$ cat src/hdl/msm_pkg.sv
`timescale 1ns / 1ps

package msm_pkg;

    localparam int NUM_CHANNELS = 5;
    localparam int CH_W = 3;
    localparam int POS_W = 8;
    localparam int REQ_W = 2;

    typedef logic [CH_W-1:0]  t_ch;
    typedef logic [POS_W-1:0] t_pos;
    typedef logic [REQ_W-1:0] t_req;

    localparam t_req REQ_TICK       = 2'd0;
    localparam t_req REQ_SET_TARGET = 2'd1;
    localparam t_req REQ_MOVE       = 2'd2;

    localparam t_pos POS_MAX = 8'd180;

    // floor(nv * span / 180) == (nv * ceil(span * 2^24 / 180)) >> 24 for nv <= 180
    localparam int MAP_SHIFT = 24;
    localparam int MULT_W = 25;

    localparam logic [MULT_W-1:0] MULT_SPAN_90  =
        MULT_W'(((64'd90  << MAP_SHIFT) + 64'd179) / 64'd180);
    localparam logic [MULT_W-1:0] MULT_SPAN_110 =
        MULT_W'(((64'd110 << MAP_SHIFT) + 64'd179) / 64'd180);
    localparam logic [MULT_W-1:0] MULT_SPAN_120 =
        MULT_W'(((64'd120 << MAP_SHIFT) + 64'd179) / 64'd180);

    localparam t_pos CH_MIN [NUM_CHANNELS] = '{8'd70, 8'd0, 8'd0, 8'd0, 8'd90};
    localparam logic [MULT_W-1:0] CH_MULT [NUM_CHANNELS] =
        '{MULT_SPAN_110, MULT_SPAN_120, MULT_SPAN_120, MULT_SPAN_120, MULT_SPAN_90};
    localparam logic CH_REV [NUM_CHANNELS] = '{1'b1, 1'b0, 1'b0, 1'b0, 1'b1};
    // servo angle for virtual position 0
    localparam t_pos CH_RESET_REAL [NUM_CHANNELS] =
        '{8'd180, 8'd0, 8'd0, 8'd0, 8'd180};

    // Virtual (0..180) to real servo angle; the result never leaves [min, max].
    function automatic t_pos map_real(input t_ch ch, input t_pos v);
        t_pos nv;
        logic [MULT_W+POS_W-1:0] prod;
        nv = CH_REV[ch] ? POS_MAX - v : v;
        prod = {{MULT_W{1'b0}}, nv} * {{POS_W{1'b0}}, CH_MULT[ch]};
        return prod[MAP_SHIFT +: POS_W] + CH_MIN[ch];
    endfunction

endpackage

$ cat src/hdl/msm_req_if.sv
`timescale 1ns / 1ps

interface msm_req_if;
    import msm_pkg::*;

    logic valid;
    logic ready;
    t_req req_type;
    t_ch  channel;
    t_pos position;
    logic target_enable;

    modport source (
        output valid, req_type, channel, position, target_enable,
        input  ready
    );
    modport sink (
        input  valid, req_type, channel, position, target_enable,
        output ready
    );
endinterface

$ cat src/hdl/msm_res_if.sv
`timescale 1ns / 1ps

interface msm_res_if;
    import msm_pkg::*;

    logic valid;
    logic ready;
    t_ch  out_channel;
    t_pos real_position;
    t_pos virtual_position;
    logic last;

    modport source (
        output valid, out_channel, real_position, virtual_position, last,
        input  ready
    );
    modport sink (
        input  valid, out_channel, real_position, virtual_position, last,
        output ready
    );
endinterface

$ cat src/hdl/multichannel_servo_slew_mapper_unit.sv
`timescale 1ns / 1ps
// A request moves from the request register to the per-channel write buffer, then
// to the output register. One request per cycle while each causes at most one write
// and the output is not stalled; a tick causing k writes (k <= 5) holds the request
// register while the single output port drains the buffer one entry per ready cycle.
// Reset (synchronous, active low): virtual positions 0, real angles to their mapped
// rest values, targets cleared and disabled, step size 1, all queues empty.
module multichannel_servo_slew_mapper_unit (
    input  logic                      i_clk,
    input  logic                      i_rst_n,
    input  logic                      i_cfg_we,
    input  logic [msm_pkg::POS_W-1:0] i_cfg_wdata,
    msm_req_if.sink                   i_req,
    msm_res_if.source                 o_res
);
    import msm_pkg::*;

    t_pos r_step;

    t_pos r_virt [NUM_CHANNELS];
    t_pos r_real [NUM_CHANNELS];
    t_pos r_tgt [NUM_CHANNELS];
    logic [NUM_CHANNELS-1:0] r_tgt_vld;

    // request register
    logic r_in_vld;
    t_req r_in_type;
    t_ch  r_in_ch;
    t_pos r_in_pos;
    logic r_in_en;

    // pending writes, one slot per channel
    logic [NUM_CHANNELS-1:0] r_buf_mask;
    logic [NUM_CHANNELS-1:0] n_buf_mask;
    t_pos r_buf_real [NUM_CHANNELS];
    t_pos r_buf_virt [NUM_CHANNELS];

    // output register
    logic r_out_vld;
    t_ch  r_out_ch;
    t_pos r_out_real;
    t_pos r_out_virt;
    logic r_out_last;

    logic out_free;
    logic buf_free;
    logic process;
    logic [NUM_CHANNELS-1:0] buf_low;
    t_ch  buf_sel;

    t_pos pos_sat;
    logic is_tick;
    logic is_set;
    logic is_move;
    logic [NUM_CHANNELS-1:0] ch_hit;
    logic [NUM_CHANNELS-1:0] upd;
    logic [NUM_CHANNELS-1:0] emit;
    t_pos new_v [NUM_CHANNELS];
    t_pos new_r [NUM_CHANNELS];

    assign out_free = !r_out_vld || o_res.ready;
    // buffer can take a new load if it is empty or its only entry leaves now
    assign buf_free = ((r_buf_mask & (r_buf_mask - 1'b1)) == '0)
                      && ((r_buf_mask == '0) || out_free);
    assign process = r_in_vld && buf_free;
    assign i_req.ready = !r_in_vld || process;

    assign buf_low = r_buf_mask & (~r_buf_mask + 1'b1);

    always_comb begin
        buf_sel = '0;
        for (int i = NUM_CHANNELS - 1; i >= 0; i--) begin
            if (r_buf_mask[i]) begin
                buf_sel = CH_W'(i);
            end
        end
    end

    assign pos_sat = (r_in_pos > POS_MAX) ? POS_MAX : r_in_pos;
    assign is_tick = (r_in_type == REQ_TICK);
    assign is_set  = (r_in_type == REQ_SET_TARGET);
    assign is_move = (r_in_type == REQ_MOVE);

    always_comb begin
        for (int i = 0; i < NUM_CHANNELS; i++) begin
            logic up;
            logic moving;
            logic snap;
            t_pos gap;
            t_pos stepped;
            up = r_tgt[i] > r_virt[i];
            gap = up ? r_tgt[i] - r_virt[i] : r_virt[i] - r_tgt[i];
            moving = r_tgt_vld[i] && (r_virt[i] != r_tgt[i]);
            // snap when the distance left after one step is at most one step
            snap = {1'b0, gap} <= {r_step, 1'b0};
            if (snap) begin
                stepped = r_tgt[i];
            end else if (up) begin
                stepped = r_virt[i] + r_step;
            end else begin
                stepped = r_virt[i] - r_step;
            end
            ch_hit[i] = (r_in_ch == CH_W'(i));
            new_v[i] = is_move ? pos_sat : stepped;
            upd[i] = (is_tick && moving) || (is_move && ch_hit[i]);
            new_r[i] = map_real(CH_W'(i), new_v[i]);
            emit[i] = upd[i] && (new_r[i] != r_real[i]);
        end
    end

    always_comb begin
        if (process) begin
            n_buf_mask = emit;
        end else if (out_free) begin
            n_buf_mask = r_buf_mask & ~buf_low;
        end else begin
            n_buf_mask = r_buf_mask;
        end
    end

    always_ff @(posedge i_clk) begin
        if (!i_rst_n) begin
            r_step <= 8'd1;
            r_in_vld <= 1'b0;
            r_buf_mask <= '0;
            r_out_vld <= 1'b0;
            r_tgt_vld <= '0;
            for (int i = 0; i < NUM_CHANNELS; i++) begin
                r_virt[i] <= '0;
                r_real[i] <= CH_RESET_REAL[i];
                r_tgt[i] <= '0;
            end
        end else begin
            if (i_cfg_we) begin
                r_step <= i_cfg_wdata;
            end
            if (i_req.ready) begin
                r_in_vld <= i_req.valid;
            end
            r_buf_mask <= n_buf_mask;
            if (out_free) begin
                r_out_vld <= |r_buf_mask;
            end
            if (process) begin
                for (int i = 0; i < NUM_CHANNELS; i++) begin
                    if (upd[i]) begin
                        r_virt[i] <= new_v[i];
                        r_real[i] <= new_r[i];
                    end
                    if (ch_hit[i] && is_move) begin
                        r_tgt_vld[i] <= 1'b0;
                    end
                    if (ch_hit[i] && is_set) begin
                        r_tgt_vld[i] <= r_in_en;
                        if (r_in_en) begin
                            r_tgt[i] <= pos_sat;
                        end
                    end
                end
            end
        end
    end

    always_ff @(posedge i_clk) begin
        if (i_req.valid && i_req.ready) begin
            r_in_type <= i_req.req_type;
            r_in_ch <= i_req.channel;
            r_in_pos <= i_req.position;
            r_in_en <= i_req.target_enable;
        end
        if (process) begin
            for (int i = 0; i < NUM_CHANNELS; i++) begin
                if (emit[i]) begin
                    r_buf_real[i] <= new_r[i];
                    r_buf_virt[i] <= new_v[i];
                end
            end
        end
        if (out_free) begin
            r_out_ch <= buf_sel;
            r_out_real <= r_buf_real[buf_sel];
            r_out_virt <= r_buf_virt[buf_sel];
            r_out_last <= ((r_buf_mask & ~buf_low) == '0);
        end
    end

    assign o_res.valid = r_out_vld;
    assign o_res.out_channel = r_out_ch;
    assign o_res.real_position = r_out_real;
    assign o_res.virtual_position = r_out_virt;
    assign o_res.last = r_out_last;

endmodule

$ cat src/flat_wrapper.sv
// flat-port wrapper written by rule: the top's interface ports become plain ports
module multichannel_servo_slew_mapper_unit_flat import msm_pkg::*;
  (i_clk, i_rst_n, i_cfg_we, i_cfg_wdata, i_req_valid, i_req_req_type, i_req_channel, i_req_position, i_req_target_enable, i_req_ready, o_res_valid, o_res_out_channel, o_res_real_position, o_res_virtual_position, o_res_last, o_res_ready);
  msm_req_if i_req_i ();
  msm_res_if o_res_i ();
  input  logic i_clk;
  input  logic i_rst_n;
  input  logic i_cfg_we;
  input  logic [msm_pkg::POS_W-1:0] i_cfg_wdata;
  input wire logic [$bits(i_req_i.valid)-1:0] i_req_valid;
  input wire logic [$bits(i_req_i.req_type)-1:0] i_req_req_type;
  input wire logic [$bits(i_req_i.channel)-1:0] i_req_channel;
  input wire logic [$bits(i_req_i.position)-1:0] i_req_position;
  input wire logic [$bits(i_req_i.target_enable)-1:0] i_req_target_enable;
  output wire logic [$bits(i_req_i.ready)-1:0] i_req_ready;
  output wire logic [$bits(o_res_i.valid)-1:0] o_res_valid;
  output wire logic [$bits(o_res_i.out_channel)-1:0] o_res_out_channel;
  output wire logic [$bits(o_res_i.real_position)-1:0] o_res_real_position;
  output wire logic [$bits(o_res_i.virtual_position)-1:0] o_res_virtual_position;
  output wire logic [$bits(o_res_i.last)-1:0] o_res_last;
  input wire logic [$bits(o_res_i.ready)-1:0] o_res_ready;
  assign i_req_i.valid = i_req_valid;
  assign i_req_i.req_type = i_req_req_type;
  assign i_req_i.channel = i_req_channel;
  assign i_req_i.position = i_req_position;
  assign i_req_i.target_enable = i_req_target_enable;
  assign i_req_ready = i_req_i.ready;
  assign o_res_valid = o_res_i.valid;
  assign o_res_out_channel = o_res_i.out_channel;
  assign o_res_real_position = o_res_i.real_position;
  assign o_res_virtual_position = o_res_i.virtual_position;
  assign o_res_last = o_res_i.last;
  assign o_res_i.ready = o_res_ready;
  multichannel_servo_slew_mapper_unit u_core (.i_clk(i_clk), .i_rst_n(i_rst_n), .i_cfg_we(i_cfg_we), .i_cfg_wdata(i_cfg_wdata), .i_req(i_req_i), .o_res(o_res_i));
endmodule
$ cat config.mk
export PLATFORM = sky130hd
export DESIGN_NAME = multichannel_servo_slew_mapper_unit_flat
export DESIGN_NICKNAME = d
export VERILOG_FILES = /design/src/hdl/msm_pkg.sv /design/src/hdl/msm_req_if.sv /design/src/hdl/msm_res_if.sv /design/src/hdl/multichannel_servo_slew_mapper_unit.sv /design/src/flat_wrapper.sv
export SDC_FILE = /design/constraint.sdc
export NUM_CORES = 1
export LEC_CHECK = 0
export BUFFER_PORTS_ARGS = -buffer_cell sky130_fd_sc_hd__buf_4
export CORE_MARGIN = 10
export CORE_UTILIZATION = 50
export DETAILED_ROUTE_END_ITERATION = 10
export PLACE_DENSITY = 0.66
export SLEW_MARGIN = 30
export SYNTH_ARGS = -nofsm -noshare
export SYNTH_HDL_FRONTEND = slang
export SYNTH_SLANG_ARGS = --single-unit
$ cat constraint.sdc
create_clock -name i_clk -period 14.4 [get_ports i_clk]
set_clock_uncertainty 0.2 [all_clocks]
set_input_delay 2.88 -clock i_clk [delete_from_list [all_inputs] [get_ports i_clk]]
set_output_delay 2.88 -clock i_clk [all_outputs]
set_load 0.03 [all_outputs]
==> impl_metrics.yaml <==
run_status:
  status: "complete, no violations"
timing:
  maxClockFrequency_mhz: 76.9
  final_hold_vios: 0
  fin_crit_sh_pct: 90.3
  timing_max_transition_violations_final: 0
  fin_ws_ps: 1400
  grt_setup_unrepaired: "false"
  setup_viol_count_final: 0
  period_minus_slack_ps: 13000
  max_slew.worst_pin.slew_ps: 999
  relSlewSlack_pct: 33.0
  setup_tns_ps: 0
route:
  final_routed_wirelength_across_all_metal_layers_um: 66900
  drt_first_pass_iters: 5
  detail_route.wl_per_cell_um: 21.8
  drc: 0
  drt_iter0_drc: 1510
  routed-via-count: 18100
  post_drt_via_cell_ratio: 5.90
  final_antenna_net_count: 0
clock_network:
  numCtsBuffers: 29
  clock-root-buffer: "clkbuf_16"
  cts-htree-levels: 1
  post-cts-setup-buffer-count: 0
  cts_hold_buf: 0
  max-clock-path-buffers: 3
  worstSkewPairLatency_ps: 580
  clock_sinks: 254
  cts_resized: 0
  cts_tree: "yes"
  cts.reportedPaths.clkPinSlew_ps: 70
synth:
  post_synth_and_or_nand_nor_area_fraction_pct: 12.7
  synth_nets: 2837
  synth.yosys.seq_area_share_pct: 31.5
  yosysWarnings: 0
  synth_top_family_by_area: "adder cells"
  post_synth_instance_area_um2: 23600
  synth-edff-count: 234
  post_synth_mux_area_share_pct: 3.97
  syn_inst: 2384
  yosys_most_used_dff: "edfxtp_1"
  synth_area_per_cell_um2: 9.89
  ys_async_sr_fraction_pct: 0
  post_synth_fa_ha_maj_area_fraction_pct: 25.3
  yosys_register_bits: 254
  synth_cell_type_count: 96
  synth_xor_xnor_area_share_pct: 6.43
  yosys.area.top_type_share_pct: 29.8
  synth_compound_area_share_pct: 13.8
  netlist.top_cell.by_area: "edfxtp_1"
  synth.top_cells.by_area: "edfxtp_1 (30%), ha_1 (18%), fa_1 (7.3%), inv_1 (5.1%), xnor2_1 (3.7%)"
global_routing:
  grt_overflow_total: 0
  grt_antenna_before_repair: 1
  number_of_global_route_vias_before_repair: 17900
  maximum_number_of_pins_on_one_net_before_global_route_repair: 39
  grt_util_all_layers_pct: 23.4
  wire_length_of_the_first_global_routing_pass_um: 104000
finish:
  filler_cell_count: 4106
  areaGrowthSynthToFinish_pct: 9.67
  diodes: 0
  nNetsFinal: 2895
  multi_input_area_um2: 14800
  final-seq-area_um2: 7430
  final_cell_count_without_fillers: 3072
  final_layout_size_suffix_gt1_share_pct: 9.21
place:
  io_buffer_count: 48
  gp_congestion: 0.963
  place.detailed.instances: 3018
  detailedPlace.worstSlack_ps: 1300
  place_hpwl_um: 52700
floorplan:
  die-area_um2: 56200
  floorplan.core_area_um2: 46600
  floorplan.die.height_um: 237
  die-width_um: 237
  initial_core_util_pct: 50.6
  ios: 49
  std_cell_rows: 79
worst_setup_path:
  endpoint_kind_of_the_worst_setup_timing_path: "flop"
  max_stage_delay_ps: 810
  worstSetupStartpointType: "flop"
  cp_common_cell: "ha_1"
  timing_worst_setup_path_type: "reg -> reg"
  critPathRequiredTime_ps: 14400
  cp_top_family: "compound AO/OA/AOI/OAI gates"
  crit_buf_inv: 6
  critPathSlowestCell: "o31ai_4"
  worstPathArrival_ps: 13010
  critical_path.max_fanout: 19
flow_run:
  drv.max_cap_violation_count: 0
hold_path:
  worst_hold_path_type: "reg -> reg"
-- state kept, by name (all words and copies together) (netlist names), 8 cells and up --
name and cells:
u_core.o_res.real_position 8, u_core.o_res.virtual_position 8, u_core.r_buf_real 40, u_core.r_buf_virt 40
u_core.r_in_pos 8, u_core.r_real 40, u_core.r_step 8, u_core.r_tgt 40
u_core.r_virt 40
-- worst paths after layout --
| kind | startpoint | endpoint | slack, ps | depth (start not counted) |
|---|---|---|---|---|
| worst max register to register | u_core.r_tgt[0][0]$_DFFE_PP_ | u_core.r_buf_real[0][3]$_DFFE_PP_ | 1400 | 49 |
| worst min register to register | u_core.r_tgt_vld[1]$_SDFFE_PN0P_ | u_core.r_tgt_vld[1]$_SDFFE_PN0P_ | 320 | 2 |
| worst min-delay path | u_core.r_tgt_vld[1]$_SDFFE_PN0P_ | u_core.r_tgt_vld[1]$_SDFFE_PN0P_ | 320 | 2 |
| worst max-delay path | u_core.r_tgt[0][0]$_DFFE_PP_ | u_core.r_buf_real[0][3]$_DFFE_PP_ | 1400 | 49 |
-- cells in the mapped netlist (59+ instances only) --
cell,n
ha_1,340
inv_1,322
edfxtp_1,234
nand2_1,174
nor2_1,171
a21oi_1,128
xnor2_1,100
fa_1,86
o21ai_0,71
a21o_1,70
nor2b_1,60
xor2_1,59
-- worst min-delay path, stage by stage (launching register included) --
cell and delay [ps]:
dfxtp_1 330, o211ai_1 80, o21ai_0 70
-- per-stage QoR --
stage / hold slack (ps) / area [µm²] / util (%)
final: 318 / 25900 / 55.5
after global routing: 351 / 25900 / 55.5
after CTS: 316 / 25800 / 55.5
after detailed placement: 297 / 24800 / 53.2
after global placement: 287 / 24800 / 53.2
after floorplan: 269 / 23600 / -
-- logic make-up (layout without fill, tap and decap cells) --
family | count (synthesis) | in the layout
buffers and inverters | 385 | 466
adder cells (fa/ha/maj) | 426 | 426
flip-flops | 254 | 254
XOR/XNOR | 165 | 165
multiplexers | 72 | 72
AND/OR/NAND/NOR | 614 | 614
AO/OA/AOI/OAI | 468 | 468
-- placed cells by master (no fill, tap or decap), types with 9 or more instances in the layout --
cell / count
ha_1: 340
mux4_2: 16
dfxtp_1: 20
fa_1: 86
nand4_1: 27
nor2_1: 170
o21a_1: 18
o22ai_1: 9
a21oi_1: 127
nor3_1: 23
nand2_1: 174
edfxtp_1: 234
and3_1: 18
a21o_1: 70
o211ai_1: 16
or2_2: 14
nor2b_1: 59
a31oi_1: 16
mux2_2: 12
a211oi_1: 10
and2_1: 25
buf_4: 85
inv_1: 321
clkbuf_16: 29
xor2_1: 59
nand3_1: 31
xnor2_1: 100
nand2b_1: 20
o21ai_0: 66
mux2i_1: 44
-- final cells by class --
| class | count | share of cell area [%] |
|---|---|---|
| Clock buffer | 31 | 2.84 |
| Timing Repair Buffer | 85 | 2.47 |
| Multi-Input combinational cell | 1745 | 57.1 |
| Tap cell | 607 | 2.94 |
| Inverter | 327 | 4.75 |
| Sequential cell | 254 | 28.7 |
| Clock inverter | 23 | 1.24 |
-- metal layers --
metal	track usage (%)	part of all wire (%)	vias to the layer above
met5	0	0	-
met4	7.78	3.1	0
met3	2.65	6.6	122
met2	39.1	47	624
met1	30.9	43	8874
li1	-	-	8504
Power is not shown: default switching activity piles up to over one toggle a cycle in this logic, so the estimate is an artifact.
